<file path="src/hw/rtl/pcfk_pkg.sv">
package pcfk_pkg;

    // 1/K of the cordic in q16
    localparam logic [15:0] INV_GAIN_Q16 = 16'd39797;
    localparam int          ATAN_ENTRIES = 30;

    localparam logic [1:0] ST_OK   = 2'd0;
    localparam logic [1:0] ST_ZERO = 2'd1;
    localparam logic [1:0] ST_SAT  = 2'd2;

    typedef enum logic [2:0] {
        S_IDLE = 3'b001,
        S_CORD = 3'b010,
        S_FIN  = 3'b100
    } t_state;

    // arctangent of 2^-i, pi = 2^31
    function automatic logic [31:0] atan_lut(input logic [4:0] idx);
        logic [31:0] v;
        unique case (idx)
            5'd0:  v = 32'h20000000;
            5'd1:  v = 32'h12E4051E;
            5'd2:  v = 32'h09FB385B;
            5'd3:  v = 32'h051111D4;
            5'd4:  v = 32'h028B0D43;
            5'd5:  v = 32'h0145D7E1;
            5'd6:  v = 32'h00A2F61E;
            5'd7:  v = 32'h00517C55;
            5'd8:  v = 32'h0028BE53;
            5'd9:  v = 32'h00145F2F;
            5'd10: v = 32'h000A2F98;
            5'd11: v = 32'h000517CC;
            5'd12: v = 32'h00028BE6;
            5'd13: v = 32'h000145F3;
            5'd14: v = 32'h0000A2FA;
            5'd15: v = 32'h0000517D;
            5'd16: v = 32'h000028BE;
            5'd17: v = 32'h0000145F;
            5'd18: v = 32'h00000A30;
            5'd19: v = 32'h00000518;
            5'd20: v = 32'h0000028C;
            5'd21: v = 32'h00000146;
            5'd22: v = 32'h000000A3;
            5'd23: v = 32'h00000051;
            5'd24: v = 32'h00000029;
            5'd25: v = 32'h00000014;
            5'd26: v = 32'h0000000A;
            5'd27: v = 32'h00000005;
            5'd28: v = 32'h00000003;
            5'd29: v = 32'h00000001;
            default: v = 32'h00000000;
        endcase
        return v;
    endfunction

endpackage

</file>
<file path="src/hw/rtl/planar_chain_forward_kinematics.sv">
// channel   direction  handshake                 payload
// segment   in         i_in_valid / o_in_ready   i_seg_angle, i_seg_length, i_is_last
// end point out        o_out_valid / i_out_ready o_end_x, o_end_y, o_chain_done, o_status
// config    in         psel, penable, pwrite     paddr, pwdata, prdata (pready tied high)
//
// a segment is accepted only while idle and passes through a load, one step of
// the shared shift/add rotator per CORDIC step (at most ATAN_ENTRIES), and a
// final step for rounding, joint add and saturation.
// reset is synchronous, active low; origin and joint registers come up at zero.
// a pending end point does not block the next request; the final cycle waits
// only while the output register still holds an end point not taken.
module planar_chain_forward_kinematics
    import pcfk_pkg::*;
#(
    parameter int CORDIC_STEPS = 16
) (
    input  logic               i_clk,
    input  logic               i_rst_n,
    input  logic               i_in_valid,
    output logic               o_in_ready,
    input  logic signed [15:0] i_seg_angle,
    input  logic signed [15:0] i_seg_length,
    input  logic               i_is_last,
    output logic               o_out_valid,
    input  logic               i_out_ready,
    output logic signed [31:0] o_end_x,
    output logic signed [31:0] o_end_y,
    output logic               o_chain_done,
    output logic [1:0]         o_status,
    input  logic               psel,
    input  logic               penable,
    input  logic               pwrite,
    input  logic [2:0]         paddr,
    input  logic [31:0]        pwdata,
    output logic [31:0]        prdata,
    output logic               pready
);

    localparam int NSTEP = (CORDIC_STEPS < ATAN_ENTRIES) ? CORDIC_STEPS : ATAN_ENTRIES;
    localparam int CNT_W = (NSTEP > 1) ? $clog2(NSTEP) : 1;

    t_state r_state, n_state;
    logic [CNT_W-1:0] r_step;
    logic signed [33:0] r_x, r_y;
    logic signed [32:0] r_z;
    logic r_zero, r_last;
    logic signed [31:0] r_origin_x, r_origin_y, r_joint_x, r_joint_y;
    logic r_open;
    logic r_out_valid;

    logic in_acc, cfg_wr, commit;
    logic [16:0] len_abs;
    logic [32:0] x_mag;
    logic signed [33:0] x_init;
    logic signed [32:0] z_raw, z_init;
    logic fold;
    logic signed [33:0] xs, ys;
    logic signed [32:0] atan_s;
    logic signed [34:0] rx_rnd, ry_rnd;
    logic signed [18:0] dx, dy;
    logic signed [31:0] sx, sy;
    logic signed [33:0] sum_x, sum_y;
    logic sat_x, sat_y;
    logic signed [31:0] ex, ey;

    assign pready      = 1'b1;
    assign o_in_ready  = (r_state == S_IDLE);
    assign in_acc      = i_in_valid && o_in_ready;
    assign cfg_wr      = psel && penable && pwrite;
    assign prdata      = paddr[2] ? r_origin_y : r_origin_x;
    assign o_out_valid = r_out_valid;
    assign commit      = (r_state == S_FIN) && (!r_out_valid || i_out_ready);

    // load: |length| scaled by 1/K, angle folded into +-pi/2
    always_comb begin
        len_abs = i_seg_length[15] ? 17'(-(18'(i_seg_length)))
                                   : 17'(i_seg_length);
        x_mag   = len_abs * INV_GAIN_Q16;
        z_raw   = {i_seg_angle[15], i_seg_angle, 16'b0};
        fold    = 1'b0;
        z_init  = z_raw;
        if (z_raw > 33'sh040000000) begin
            fold   = 1'b1;
            z_init = z_raw - 33'sh080000000;
        end else if (z_raw < -33'sh040000000) begin
            fold   = 1'b1;
            z_init = z_raw + 33'sh080000000;
        end
        x_init = fold ? -$signed({1'b0, x_mag}) : $signed({1'b0, x_mag});
    end

    // shared rotator step
    always_comb begin
        xs     = r_x >>> r_step;
        ys     = r_y >>> r_step;
        atan_s = $signed({1'b0, atan_lut(5'(r_step))});
    end

    // rounding, joint add, saturation
    always_comb begin
        rx_rnd = 35'(r_x) + 35'sd32768;
        ry_rnd = 35'(r_y) + 35'sd32768;
        dx     = 19'(rx_rnd >>> 16);
        dy     = 19'(ry_rnd >>> 16);
        sx     = r_open ? r_joint_x : r_origin_x;
        sy     = r_open ? r_joint_y : r_origin_y;
        sum_x  = 34'(sx) + 34'(dx);
        sum_y  = 34'(sy) + 34'(dy);
        sat_x  = (sum_x[33:31] != 3'b000) && (sum_x[33:31] != 3'b111);
        sat_y  = (sum_y[33:31] != 3'b000) && (sum_y[33:31] != 3'b111);
        ex     = sat_x ? (sum_x[33] ? 32'sh80000000 : 32'sh7FFFFFFF) : sum_x[31:0];
        ey     = sat_y ? (sum_y[33] ? 32'sh80000000 : 32'sh7FFFFFFF) : sum_y[31:0];
    end

    always_comb begin
        n_state = r_state;
        unique case (r_state)
            S_IDLE: if (in_acc) n_state = S_CORD;
            S_CORD: if (r_step == CNT_W'(NSTEP - 1)) n_state = S_FIN;
            S_FIN:  if (commit) n_state = S_IDLE;
            default: n_state = S_IDLE;
        endcase
    end

    always_ff @(posedge i_clk) begin
        if (!i_rst_n) begin
            r_state     <= S_IDLE;
            r_step      <= '0;
            r_out_valid <= 1'b0;
            r_open      <= 1'b0;
            r_origin_x  <= '0;
            r_origin_y  <= '0;
            r_joint_x   <= '0;
            r_joint_y   <= '0;
        end else begin
            r_state <= n_state;
            if (cfg_wr) begin
                if (paddr[2]) r_origin_y <= pwdata;
                else          r_origin_x <= pwdata;
            end
            if (r_state == S_CORD) r_step <= r_step + 1'b1;
            else                   r_step <= '0;
            if (commit) begin
                r_out_valid <= 1'b1;
                if (!r_zero) begin
                    if (r_last) begin
                        r_joint_x <= r_origin_x;
                        r_joint_y <= r_origin_y;
                        r_open    <= 1'b0;
                    end else begin
                        r_joint_x <= ex;
                        r_joint_y <= ey;
                        r_open    <= 1'b1;
                    end
                end
            end else if (i_out_ready) begin
                r_out_valid <= 1'b0;
            end
        end
    end

    // datapath, no reset needed
    always_ff @(posedge i_clk) begin
        if (in_acc) begin
            r_x    <= x_init;
            r_y    <= '0;
            r_z    <= z_init;
            r_zero <= (len_abs == 17'd0);
            r_last <= i_is_last;
        end else if (r_state == S_CORD) begin
            if (!r_z[32]) begin
                r_x <= r_x - ys;
                r_y <= r_y + xs;
                r_z <= r_z - atan_s;
            end else begin
                r_x <= r_x + ys;
                r_y <= r_y - xs;
                r_z <= r_z + atan_s;
            end
        end
        if (commit) begin
            if (r_zero) begin
                o_end_x      <= sx;
                o_end_y      <= sy;
                o_chain_done <= 1'b0;
                o_status     <= ST_ZERO;
            end else begin
                o_end_x      <= ex;
                o_end_y      <= ey;
                o_chain_done <= r_last;
                o_status     <= (sat_x || sat_y) ? ST_SAT : ST_OK;
            end
        end
    end

endmodule

</file>
<file path="config.mk">
export PLATFORM = sky130hd
export DESIGN_NAME = planar_chain_forward_kinematics
export DESIGN_NICKNAME = d
export VERILOG_FILES = /design/src/hw/rtl/pcfk_pkg.sv /design/src/hw/rtl/planar_chain_forward_kinematics.sv
export SDC_FILE = /design/constraint.sdc
export NUM_CORES = 2
export LEC_CHECK = 0
export ABC_AREA = 1
export BUFFER_PORTS_ARGS = -buffer_cell sky130_fd_sc_hd__buf_2
export CELL_PAD_IN_SITES_DETAIL_PLACEMENT = 1
export CELL_PAD_IN_SITES_GLOBAL_PLACEMENT = 2
export CORE_MARGIN = 2
export CORE_UTILIZATION = 36
export CTS_CLUSTER_SIZE = 8
export DETAILED_ROUTE_END_ITERATION = 10
export MAX_ROUTING_LAYER = met4
export PLACE_DENSITY = 0.95
export RECOVER_POWER = 100
export SLEW_MARGIN = 30
export SYNTH_ARGS = -nofsm -noshare
export SYNTH_HDL_FRONTEND = slang
export SYNTH_SLANG_ARGS = --single-unit
</file>
<file path="constraint.sdc">
create_clock -name i_clk -period 12.7 [get_ports i_clk]
set_input_delay 0.635 -clock i_clk [delete_from_list [all_inputs] [get_ports i_clk]]
set_output_delay 0.635 -clock i_clk [all_outputs]
set_load 0.02 [all_outputs]
</file>
==> impl_metrics.tcl <==
set metrics [dict create \
    max_stage_delay_ns 0.73 \
    max_slew.worst_pin.slew_ns 4.54 \
    finClkSkew_ns 0.0355 \
    finalHoldViolCount 0 \
    grt_setup_unrepaired "no" \
    crit_required_ns 13.07 \
    gp_congestion 0.935 \
    cp_data_arrival_time_ns 9.03 \
    yosysTopAreaCellShare_pct 14.2 \
    path_class "in2reg" \
    synth_cell_type_count 62 \
    drc_errors 0 \
    die_h_um 327 \
    clock.fmax_mhz 115 \
    grt_max_degree 77 \
    slew_headroom_pct -203 \
    cts_tree "yes" \
    final_core_util_pct 39.7 \
    core_area_mm2 0.103 \
    die_x_um 327 \
    antenna_found_initial 2 \
    tns_ns 0 \
    gr-total-overflow 0 \
    regArea_mm2 0.00812 \
    num_rows 118 \
    synthArstFlopShare_pct 0 \
    postCtsHoldBufs 0 \
    synth_cells 5819 \
    clk_pin_slew_ns 0.06 \
    grt_usage_pct 26.0 \
    grt_pass1_vias 40352 \
    start_kind "input pin" \
    ctsResizeCount 0 \
    period_share_pct 68.2 \
    min_period_ns 8.66 \
    num_antenna_cells 0 \
    first_pass_iters 5 \
    drive_gt1_share_pct 4.09 \
    clockBufferDepth 3 \
    grt_pass1_wl_um 218000 \
    min_path_type "in2reg" \
    dominantRegCellSynth "dfxtp_1" \
    violations "capacitance limit, slew limit" \
    drtIter0Drc 2104 \
    post-cts-setup-buffers 0 \
    routed_wirelength_um 138000 \
    ys_warn_count 0 \
    htree_levels 2 \
    netlist_area_mm2 0.0376 \
    clock_sinks 337 \
    path_common_cell "nand2_1" \
    nNetsFinal 6389 \
    port-buffer-count 173 \
    area_growth_pct 9.25 \
    vias 38686 \
    clockRootBuffer "clkbuf_16" \
    ios 177 \
    insertion_delay_ns 0.65 \
    status "finished with violations" \
    crit_path_end_kind "flop" \
    ys_seq_area_share_pct 21.6 \
    maxCapViolCount 15 \
    crit_slowest_cell "xor2_1" \
    drtAntennaViolNets 0 \
    finalSetupViolations 0 \
    synth_edf_count 136 \
    post_synth.cell_area_avg_um2 6.46 \
    drv_slew 792 \
    multi_input_area_mm2 0.0252 \
    ys_ff_latch 337 \
    via_per_inst 5.28 \
    crit_path_max_fanout 8 \
    dieArea_mm2 0.107 \
    dp_hpwl_um 109000 \
    synth_top_area_cell "nand2_1" \
    drt-wirelength-per-cell_um 18.9 \
    start_util_pct 36.3 \
    cts_buffers 52 \
    yosys-top-cells-area "nand2_1 (14%), edfxtp_1 (11%), dfxtp_1 (11%)" \
    fillerInstances 13710 \
]
cells in the mapped netlist (28+ instances only):
master / n
o22ai_1: 35
o21ai_0: 478
xor2_1: 172
nor3_1: 58
o211ai_1: 32
a21oi_1: 370
ha_1: 304
buf_2: 35
xnor2_1: 69
edfxtp_1: 136
nand3_1: 446
fa_1: 108
o21ai_1: 40
dfxtp_1: 201
a21o_1: 28
clkbuf_1: 127
nand4_1: 64
nand2_1: 1417
inv_1: 892
nor2_1: 517
a31oi_1: 38
cell type report:
| cell class | count | area share [%] |
|---|---|---|
| multi-input cells | 4392 | 61.4 |
| flip-flops and latches | 337 | 19.8 |
| inverters | 904 | 8.28 |
| well taps | 1380 | 4.21 |
| clock buffers | 86 | 3.63 |
| repair buffers | 215 | 2.39 |
| clock inverters | 9 | 0.277 |
cell usage in the layout, fill, tap and decap left out, drive strengths merged, types with 69 or more instances in the layout:
cell	instances
inv	901
nor2	530
dfxtp	201
xnor2	69
ha	304
fa	108
clkbuf	207
nand3	450
o21ai	527
xor2	172
edfxtp	136
a21oi	372
buf	94
nand2	1421
final timing paths:
| path | startpoint | to | slack, ns | depth (start not counted) |
|---|---|---|---|---|
| worst max-delay path | i_seg_length[0] | r_x[33]$_DFFE_PP_ | 4.04 | 36 |
| worst min-delay path | i_is_last | r_last$_DFFE_PP_ | 0.17 | 1 |
| worst max register to register | o_out_valid$_SDFFE_PN0P_ | r_joint_x[30]$_SDFFE_PN0P_ | 4.51 | 10 |
| worst min register to register | r_origin_x[31]$_SDFFE_PN0P_ | r_joint_x[31]$_SDFFE_PN0P_ | 0.50 | 2 |
cells by family (layout without fill, tap and decap cells):
group	Yosys count	count (layout)	share of synthesized area, %
xor gates and xnor gates	241	241	5.62
other	2	10	0.0200
and+or+nand+nor	2597	2597	28.9
adders and majority gates	412	412	15.9
buffers and inverters	1098	1214	11.4
DFF	337	337	21.6
AOI/OAI and AO/OA	1132	1132	16.6
through the flow:
stage               instance area (µm²)  hold slack (ns)  setup slack [ns]  instances
global route                      41000            0.156              3.31       7323
global placement                  39700            0.477              3.94       7228
detailed placement                39700            0.485              3.85       7228
floorplan                         37600            0.452              3.40       5827
finish                            41000            0.170              4.04       7323
CTS                               41300            0.138              4.52       7323
flip-flops by register name, summed over array words and instances, names as in the netlist:
name	cells
r_origin_y	32
o_end_y	32
atan_s	30
r_y	34
r_z	33
o_end_x	32
r_zero	1
o_chain_done	1
o_out_valid	1
r_joint_y	32
r_x	34
r_origin_x	32
r_last	1
o_status	2
r_step	4
r_joint_x	32
r_state	3
r_open	1
critical path: cells and delay by family:
kind            cells  cell delay [ns]
xor+xnor            2             0.93
fa+ha+maj           7             3.16
compound gates      2             0.68
simple gates       16             2.41
buf+inv             9             1.16
per-layer routing:
layer | routed length [µm] | GRT usage (%)
met5 | 0 | -
met4 | 4510 | 7.72
met3 | 3870 | 1.97
met2 | 69700 | 46.9
met1 | 60000 | 30.8
Power is left out: the tool's default activity adds up to more than one toggle a clock period on the data nets, which glitch-free logic cannot reach.
